$ cat config.mk
export PLATFORM = sky130hd
export DESIGN_NAME = tlb_refill_fifo_ipt_lru
export DESIGN_NICKNAME = d
export VERILOG_FILES = /design/src/design/tlbr_pkg.sv /design/src/design/tlbr_ctrl.sv /design/src/design/tlbr_dp.sv /design/src/design/tlb_refill_fifo_ipt_lru.sv
export SDC_FILE = /design/constraint.sdc
export NUM_CORES = 2
export LEC_CHECK = 0
export ABC_AREA = 1
export BUFFER_PORTS_ARGS = -buffer_cell sky130_fd_sc_hd__buf_2
export CAP_MARGIN = 25
export CORE_MARGIN = 8
export CORE_UTILIZATION = 45
export CTS_BUF_LIST = sky130_fd_sc_hd__clkbuf_4 sky130_fd_sc_hd__clkbuf_8
export CTS_CLUSTER_DIAMETER = 150
export DETAILED_ROUTE_END_ITERATION = 6
export HOLD_SLACK_MARGIN = 0.12
export SLEW_MARGIN = 20
export SYNTH_ARGS = -nofsm -noshare
export SYNTH_HDL_FRONTEND = slang
export SYNTH_SLANG_ARGS = --single-unit
$ cat constraint.sdc
create_clock -name clk -period 8.3 [get_ports clk]
set_clock_uncertainty 0.1 [all_clocks]
set_input_delay 1.245 -clock clk [delete_from_list [all_inputs] [get_ports clk]]
set_output_delay 1.245 -clock clk [all_outputs]
set_load 0.01 [all_outputs]
$ cat src/design/tlbr_pkg.sv
`default_nettype none
package tlbr_pkg;
  localparam int TLB_ENTRIES = 4;
  localparam int FRAMES = 32;
  localparam int PAGE_BITS = 7;
  localparam int SLOT_W = $clog2(TLB_ENTRIES);
  localparam int FRAME_W = $clog2(FRAMES);
  localparam int VPN_W = 25;
  localparam logic [SLOT_W:0] SLOT_NONE = (SLOT_W + 1)'(TLB_ENTRIES);

  localparam logic [2:0] ST_TABLE_HIT = 3'd0;
  localparam logic [2:0] ST_PAGE_FAULT = 3'd1;
  localparam logic [2:0] ST_ADDR_ERR = 3'd2;
  localparam logic [2:0] ST_DIRTY_MARKED = 3'd3;
  localparam logic [2:0] ST_WRITE_MISS = 3'd4;

  typedef struct packed {
    logic capture;
    logic scan;
    logic mark;
    logic evict;
    logic load;
    logic addr_err;
  } tlbr_cmd_t;

  typedef struct packed {
    logic is_write;
    logic scan_hit;
    logic scan_last;
    logic hit;
    logic out_of_space;
  } tlbr_stat_t;
endpackage
`default_nettype wire

$ cat src/design/tlbr_ctrl.sv
`default_nettype none
module tlbr_ctrl
  import tlbr_pkg::*;
(
  input  wire logic       clk,
  input  wire logic       rst,
  input  wire logic       start,
  input  wire tlbr_stat_t stat,
  output tlbr_cmd_t       cmd,
  output logic            busy,
  output logic            done
);
  localparam logic [2:0] S_IDLE = 3'd0;
  localparam logic [2:0] S_MARK = 3'd1;
  localparam logic [2:0] S_SCAN = 3'd2;
  localparam logic [2:0] S_DECIDE = 3'd3;
  localparam logic [2:0] S_EVICT = 3'd4;
  localparam logic [2:0] S_LOAD = 3'd5;
  localparam logic [2:0] S_ERR = 3'd6;
  localparam logic [2:0] S_DONE = 3'd7;

  logic [2:0] state, state_next;

  always_ff @(posedge clk) begin
    if (rst) begin
      state <= S_IDLE;
    end else begin
      state <= state_next;
    end
  end

  always_comb begin
    state_next = state;
    cmd = '0;
    case (state)
      S_IDLE: begin
        if (start) begin
          cmd.capture = 1'b1;
          state_next = S_SCAN;
        end
      end
      S_SCAN: begin
        if (stat.is_write) begin
          state_next = S_MARK;
        end else begin
          cmd.scan = 1'b1;
          if (stat.scan_hit || stat.scan_last) state_next = S_DECIDE;
        end
      end
      S_MARK: begin
        cmd.mark = 1'b1;
        state_next = S_DONE;
      end
      S_DECIDE: begin
        if (stat.hit) state_next = S_LOAD;
        else if (stat.out_of_space) state_next = S_ERR;
        else state_next = S_EVICT;
      end
      S_EVICT: begin
        cmd.evict = 1'b1;
        state_next = S_LOAD;
      end
      S_LOAD: begin
        cmd.load = 1'b1;
        state_next = S_DONE;
      end
      S_ERR: begin
        cmd.addr_err = 1'b1;
        state_next = S_DONE;
      end
      S_DONE: state_next = S_IDLE;
      default: state_next = S_IDLE;
    endcase
  end

  assign busy = (state != S_IDLE);
  assign done = (state == S_DONE);
endmodule
`default_nettype wire

$ cat src/design/tlbr_dp.sv
`default_nettype none
module tlbr_dp
  import tlbr_pkg::*;
(
  input  wire logic         clk,
  input  wire logic         rst,
  input  wire tlbr_cmd_t    cmd,
  input  wire logic         kind,
  input  wire logic [7:0]   proc_id,
  input  wire logic [31:0]  vaddr,
  input  wire logic [25:0]  space_pages,
  input  wire logic [31:0]  now_ticks,
  output tlbr_stat_t        stat,
  output logic [2:0]        status,
  output logic [4:0]        frame,
  output logic [1:0]        tlb_slot,
  output logic              page_out_needed,
  output logic [7:0]        victim_proc,
  output logic [VPN_W-1:0]  victim_page
);
  logic [VPN_W-1:0]   tlb_page [TLB_ENTRIES];
  logic [FRAME_W-1:0] tlb_frame [TLB_ENTRIES];
  logic [TLB_ENTRIES-1:0] tlb_valid, tlb_dirty;
  logic [SLOT_W-1:0]  fifo_next;
  logic [FRAMES-1:0]  frame_valid, frame_dirty;
  logic [7:0]         frame_owner [FRAMES];
  logic [VPN_W-1:0]   frame_page [FRAMES];
  logic [SLOT_W:0]    frame_slot [FRAMES];
  logic [31:0]        frame_last_use [FRAMES];

  logic               is_write;
  logic [7:0]         pid;
  logic [VPN_W-1:0]   page;
  logic [25:0]        space;
  logic [31:0]        now;
  logic [FRAME_W-1:0] idx;
  logic               hit, inv_found;
  logic [FRAME_W-1:0] hit_frame, inv_idx, best_idx;
  logic [31:0]        best_use;

  logic               scan_hit;
  logic               mark_found;
  logic [SLOT_W-1:0]  mark_slot;
  logic               free_found;
  logic [SLOT_W-1:0]  free_slot, load_slot;
  logic [FRAME_W-1:0] victim, load_frame, old_frame;
  logic               old_valid, load_dirty;
  logic [SLOT_W:0]    vslot;

  assign scan_hit = frame_valid[idx] && (frame_owner[idx] == pid) && (frame_page[idx] == page);
  assign victim = inv_found ? inv_idx : best_idx;
  assign load_frame = hit ? hit_frame : victim;
  assign vslot = frame_slot[victim];

  always_comb begin
    mark_found = 1'b0;
    mark_slot = '0;
    free_found = 1'b0;
    free_slot = '0;
    for (int i = TLB_ENTRIES - 1; i >= 0; i--) begin
      if (tlb_valid[i] && tlb_page[i] == page) begin
        mark_found = 1'b1;
        mark_slot = SLOT_W'(i);
      end
      if (!tlb_valid[i]) begin
        free_found = 1'b1;
        free_slot = SLOT_W'(i);
      end
    end
  end

  assign load_slot = free_found ? free_slot : fifo_next;
  assign old_frame = tlb_frame[load_slot];
  assign old_valid = tlb_valid[load_slot];
  assign load_dirty = (old_valid && old_frame == load_frame) ? tlb_dirty[load_slot]
                                                             : frame_dirty[load_frame];

  assign stat.is_write = is_write;
  assign stat.scan_hit = scan_hit;
  assign stat.scan_last = (idx == FRAME_W'(FRAMES - 1));
  assign stat.hit = hit;
  assign stat.out_of_space = ({1'b0, page} >= space);

  always_ff @(posedge clk) begin
    if (rst) begin
      tlb_valid <= '0;
      tlb_dirty <= '0;
      fifo_next <= '0;
      frame_valid <= '0;
      frame_dirty <= '0;
      for (int i = 0; i < TLB_ENTRIES; i++) begin
        tlb_page[i] <= '0;
        tlb_frame[i] <= '0;
      end
      for (int i = 0; i < FRAMES; i++) begin
        frame_slot[i] <= SLOT_NONE;
        frame_last_use[i] <= '0;
      end
    end else begin
      if (cmd.capture) begin
        is_write <= kind;
        pid <= proc_id;
        page <= vaddr[PAGE_BITS +: VPN_W];
        space <= space_pages;
        now <= now_ticks;
        idx <= '0;
        hit <= 1'b0;
        inv_found <= 1'b0;
        frame <= '0;
        tlb_slot <= '0;
        page_out_needed <= 1'b0;
        victim_proc <= '0;
        victim_page <= '0;
      end
      if (cmd.scan) begin
        idx <= idx + 1'b1;
        if (scan_hit) begin
          hit <= 1'b1;
          hit_frame <= idx;
        end
        if (!frame_valid[idx] && !inv_found) begin
          inv_found <= 1'b1;
          inv_idx <= idx;
        end
        if (idx == '0 || frame_last_use[idx] < best_use) begin
          best_idx <= idx;
          best_use <= frame_last_use[idx];
        end
      end
      if (cmd.mark) begin
        if (mark_found) begin
          tlb_dirty[mark_slot] <= 1'b1;
          status <= ST_DIRTY_MARKED;
          tlb_slot <= mark_slot;
          frame <= tlb_frame[mark_slot];
        end else begin
          status <= ST_WRITE_MISS;
        end
      end
      if (cmd.addr_err) begin
        status <= ST_ADDR_ERR;
      end
      if (cmd.evict) begin
        if (frame_valid[victim]) begin
          if (!vslot[SLOT_W]) begin
            tlb_valid[vslot[SLOT_W-1:0]] <= 1'b0;
            page_out_needed <= tlb_dirty[vslot[SLOT_W-1:0]];
          end else begin
            page_out_needed <= frame_dirty[victim];
          end
          victim_proc <= frame_owner[victim];
          victim_page <= frame_page[victim];
        end
        frame_valid[victim] <= 1'b1;
        frame_owner[victim] <= pid;
        frame_page[victim] <= page;
        frame_dirty[victim] <= 1'b0;
        frame_slot[victim] <= SLOT_NONE;
      end
      if (cmd.load) begin
        fifo_next <= load_slot + 1'b1;
        if (old_valid) begin
          frame_dirty[old_frame] <= tlb_dirty[load_slot];
        end
        if (old_valid && old_frame != load_frame) begin
          frame_slot[old_frame] <= SLOT_NONE;
        end
        tlb_page[load_slot] <= page;
        tlb_frame[load_slot] <= load_frame;
        tlb_valid[load_slot] <= 1'b1;
        tlb_dirty[load_slot] <= load_dirty;
        frame_slot[load_frame] <= {1'b0, load_slot};
        frame_last_use[load_frame] <= now;
        status <= hit ? ST_TABLE_HIT : ST_PAGE_FAULT;
        frame <= load_frame;
        tlb_slot <= load_slot;
      end
    end
  end
endmodule
`default_nettype wire

$ cat src/design/tlb_refill_fifo_ipt_lru.sv
// channel   | signals                                            | transfer
// ----------+----------------------------------------------------+----------------------
// request   | kind proc_id vaddr space_pages now_ticks          | start high, busy low
// result    | status frame tlb_slot page_out_needed victim_proc  | done high, one cycle
//           | victim_page                                        |
// a write item goes from transfer through the scan and mark states to done
// a refill scans the frame table one frame a cycle; a table hit ends the scan
// at the owning frame
// busy stays high until done; done can't be held off by the receiver
// synchronous reset clears the tlb and the frame-valid, dirty, slot and last-use state
`default_nettype none
module tlb_refill_fifo_ipt_lru
  import tlbr_pkg::*;
(
  input  wire logic        clk,
  input  wire logic        rst,
  input  wire logic        start,
  output logic             busy,
  input  wire logic        kind,
  input  wire logic [7:0]  proc_id,
  input  wire logic [31:0] vaddr,
  input  wire logic [25:0] space_pages,
  input  wire logic [31:0] now_ticks,
  output logic             done,
  output logic [2:0]       status,
  output logic [4:0]       frame,
  output logic [1:0]       tlb_slot,
  output logic             page_out_needed,
  output logic [7:0]       victim_proc,
  output logic [24:0]      victim_page
);
  tlbr_cmd_t  cmd;
  tlbr_stat_t stat;

  tlbr_ctrl u_ctrl (
    .clk(clk), .rst(rst), .start(start), .stat(stat),
    .cmd(cmd), .busy(busy), .done(done)
  );

  tlbr_dp u_dp (
    .clk(clk), .rst(rst), .cmd(cmd),
    .kind(kind), .proc_id(proc_id), .vaddr(vaddr),
    .space_pages(space_pages), .now_ticks(now_ticks),
    .stat(stat), .status(status), .frame(frame), .tlb_slot(tlb_slot),
    .page_out_needed(page_out_needed), .victim_proc(victim_proc),
    .victim_page(victim_page)
  );
endmodule
`default_nettype wire
==> flow_summary_export.csv <==
group,metric,value,unit
min_path,min_delay_path_depth,1,
die,row_count,188,
synthesis,synth_seq_cells,2568,
layout,nNetsFinal,11680,
detailed_routing,wl_per_cell,28.06,µm
timing,period_needed,6.147,ns
setup_path,worstPathRequired,8.99,ns
setup_path,rr_worst_depth,18,
global_routing,antenna_found_initial,7,
setup_path,path_buf_inv,3,
setup_path,max_stage_delay,0.74,ns
timing,hold_ws,0.2316,ns
setup_path,cp-end-kind,"flip-flop",
detailed_routing,num_vias,95453,
clock_network,cts-root-buf,"clkbuf_8",
synthesis,syn-instance-count,11547,
setup_path,crit_family,"compound AO/OA/AOI/OAI gates",
timing,fmax,162.7,MHz
pwr,p_total,37.38,mW
timing,fin_setup_tns,0,ns
die,core,261600,µm²
synthesis,syn_nets,11712,
pwr,p_leak,47.87,nW
pwr,p_per_area,284.2,nW/µm²
synthesis,synth_cell_types,65,
setup_path,worstSetupPathType,"flip-flop to flip-flop",
global_routing,grt.overflow.total,0,
synthesis,yosys_warnings,0,
die,dieArea,278900,µm²
run_status,status,"finished, violations left",
timing,maxSlewHeadroom,18.67,%
clock_network,cts_buffers,435,
synthesis,netlist_area,118000,µm²
synthesis,synth_edf_count,2454,
global_routing,grt_pass1_wl,616700,µm
timing,hold_violations,0,
setup_path,crit_path_frequent_cell,"nand2_1",
setup_path,crit_chain,"inv_8, buf_4, o21ai_0, o22ai_1, nor2_1, o32ai_1, nand2_1, nand2_1, ha_1, nand2_1, nor2_1, a211oi_1, o221a_2, nor2_1, a211oi_1, nand2_1, a21oi_4, buf_4",
clock_network,htreeDepth,5,
detailed_routing,drc_errors,11,
clock_network,postCtsSetupBuffers,0,
min_path,hold_class,"input port to flip-flop",
detailed_routing,drtIter0Drc,13184,
synthesis,ys_async_sr_fraction,0,%
setup_path,cp.arrival,6.83,ns
run_status,violations,"design-rule violations",
clock_network,cts.clk_slew.worst_paths,0.06,ns
global_routing,grt_max_degree,188,
layout,area_growth,11.44,%
die,dieWidth,528.1,µm
detailed_routing,viasPerCell,6.201,
timing,worst_pin_slew,1.220,ns
die,die_y,528.1,µm
placement,numPortBuffers,140,
synthesis,synthFlopType,"edfxtp_1",
layout,drive_gt1_share,11.12,%
clock_network,post_cts_resized,0,
global_routing,grt_pass1_vias,92760,
setup_path,crit_path_start_kind,"flip-flop",
detailed_routing,dr.pass1.iters,7,
placement,gp_congestion,0.8929,
clock_network,worstSkewPairLatency,1.16,ns
clock_network,clkSinkCount,2568,
timing,finalSetupViolCount,0,
timing,rsz0062_at_grt,"false",
synthesis,ys_seq_area_share,64.37,%
synthesis,syn_avg_cell_area,10.22,µm²
die,num_io_pins,148,
die,start_util,45.12,%
timing,drv_slew,0,
global_routing,track_usage,29.50,%
setup_path,crit_cells,18,
setup_path,cpMaxStageDelayCell,"a21oi_4",
clock_network,clock_path_buffers,4,
placement,place_hpwl,234500,µm
setup_path,path_max_fanout,99,
pwr,ir_worst_vdd,213.3,µV
flow_run,maxCapViolCount,0,
detailed_routing,postRouteAntennaNets,0,
clock_network,cts_tree,"built",
timing,post-route-period-util,74.06,%
detailed_routing,wl,431900,µm
sequential cells by signal (all words and copies together), names as in the netlist, 5 cells and up, named ones only:
name	flops
u_dp.frame_last_use	1024
u_dp.victim_page	25
u_dp.victim_proc	8
u_dp.best_idx	5
u_dp.idx	5
u_dp.frame_slot	96
u_dp.hit_frame	5
u_dp.now	32
u_dp.best_use	32
u_dp.inv_idx	5
u_dp.space	26
u_dp.frame	5
u_dp.page	25
u_dp.frame_page	800
u_dp.frame_dirty	32
u_dp.frame_owner	256
u_dp.pid	8
u_dp.tlb_frame	20
u_dp.tlb_page	100
u_dp.frame_valid	32
routing by layer:
| metal | global-route usage [%] | vias up | wire [µm] |
|---|---|---|---|
| met3 | 5.318 | 1334 | 44880 |
| met1 | 37.22 | 46785 | 160500 |
| met4 | 15.51 | 2 | 25140 |
| met5 | 0 | - | 7 |
| li1 | - | 41243 | - |
| met2 | 48.66 | 6089 | 201400 |
final timing paths:
kind,from,to,slack [ns]
worst max-delay path,flip-flop,u_dp.best_use[11],2.15
worst min-delay path,now_ticks[11],u_dp.now[11],0.23
worst max register to register,flip-flop,u_dp.best_use[11],2.15
worst min register to register,u_dp.frame_valid[21],u_dp.frame_valid[21],0.38
through the flow:
stage | area, µm² | std cells | worst slack (ns) | util [%]
6_report | 131500 | 15392 | 2.153 | 50.29
5_1_grt | 131500 | 15389 | 1.944 | 50.28
4_1_cts | 131300 | 15376 | 2.223 | 50.19
3_5_place_dp | 122600 | 14575 | 2.217 | 46.88
3_3_place_gp | 122300 | 14560 | 2.180 | 46.76
2_1_floorplan | 118000 | 11547 | 1.945 | -
kinds of logic after synthesis:
family	count (synthesis)	synth area share, %
AOI/OAI and AO/OA	2379	12.31
xor gates and xnor gates	25	0.1919
and+or+nand+nor	5235	18.34
adders and majority gates	63	0.6679
buffers and inverters	1277	4.122
DFF	2568	64.37
layout make-up:
cell class	count	area, µm²
inverter	387	1488
fill	23677	130000
antenna	4	10.01
sequential	2568	75990
tap	3515	4398
timing repair buffer	421	3411
clock inverter	207	1375
clock buffer	588	7223
multi-input combinational	7702	37630
cells in the mapped netlist, types with 33 or more instances:
library cell     n  area (µm²)
o22ai_1        328        2052
nand2_1       1736        6516
ha_1            63       788.3
buf_1           80       300.3
edfxtp_1      2454       73690
o21ai_0        840        4204
nand3_1        931        4659
inv_1          332        1246
a22oi_1        604        4534
nor3_1          74       370.4
nor4_1          55       344.1
o221ai_1        61       534.3
dfxtp_1        114        2282
clkbuf_1       773        2902
buf_2           33       165.2
nand4_1         56       350.3
nor2_1        2237        8397
a21oi_1        393        1967
clkinv_1        47       176.4
or2_2           66       412.9
what timing repair did:
item,in CTS,in global routing
endpoints found under the setup margin,0,0
hold buffers,6,0
hold endpoints to repair,6,0
cells in the final DEF (no fill, tap or decap), types with 139 or more instances in the layout:
cell	netlist	layout
edfxtp_1	2454	2454
nor2_1	2237	2201
nand2_1	1736	1704
nand3_1	931	930
o21ai_0	840	840
a22oi_1	604	604
clkbuf_8	0	449
a21oi_1	393	392
o22ai_1	328	328
inv_1	332	313
buf_4	1	229
clkinv_1	47	176
buf_2	33	140
clkbuf_4	0	139
worst register-to-register path, delay by kind of cell, from the launching register on:
kind | cells | cell delay (ns)
flip-flops | 1 | 0.49
AND/OR/NAND/NOR | 7 | 0.80
adder cells (fa/ha/maj) | 1 | 0.27
AO/OA/AOI/OAI | 7 | 2.59
buffers and inverters | 3 | 1.60
power breakdown:
group	total, mW	internal [mW]	leakage [nW]	switching (mW)
Combinational	10.9	2.84	18.7	8.02
Sequential	15.1	14.8	24.7	0.295
Clock	11.4	6.00	4.54	5.42
Note: power is estimated with default switching activity, not from simulation.
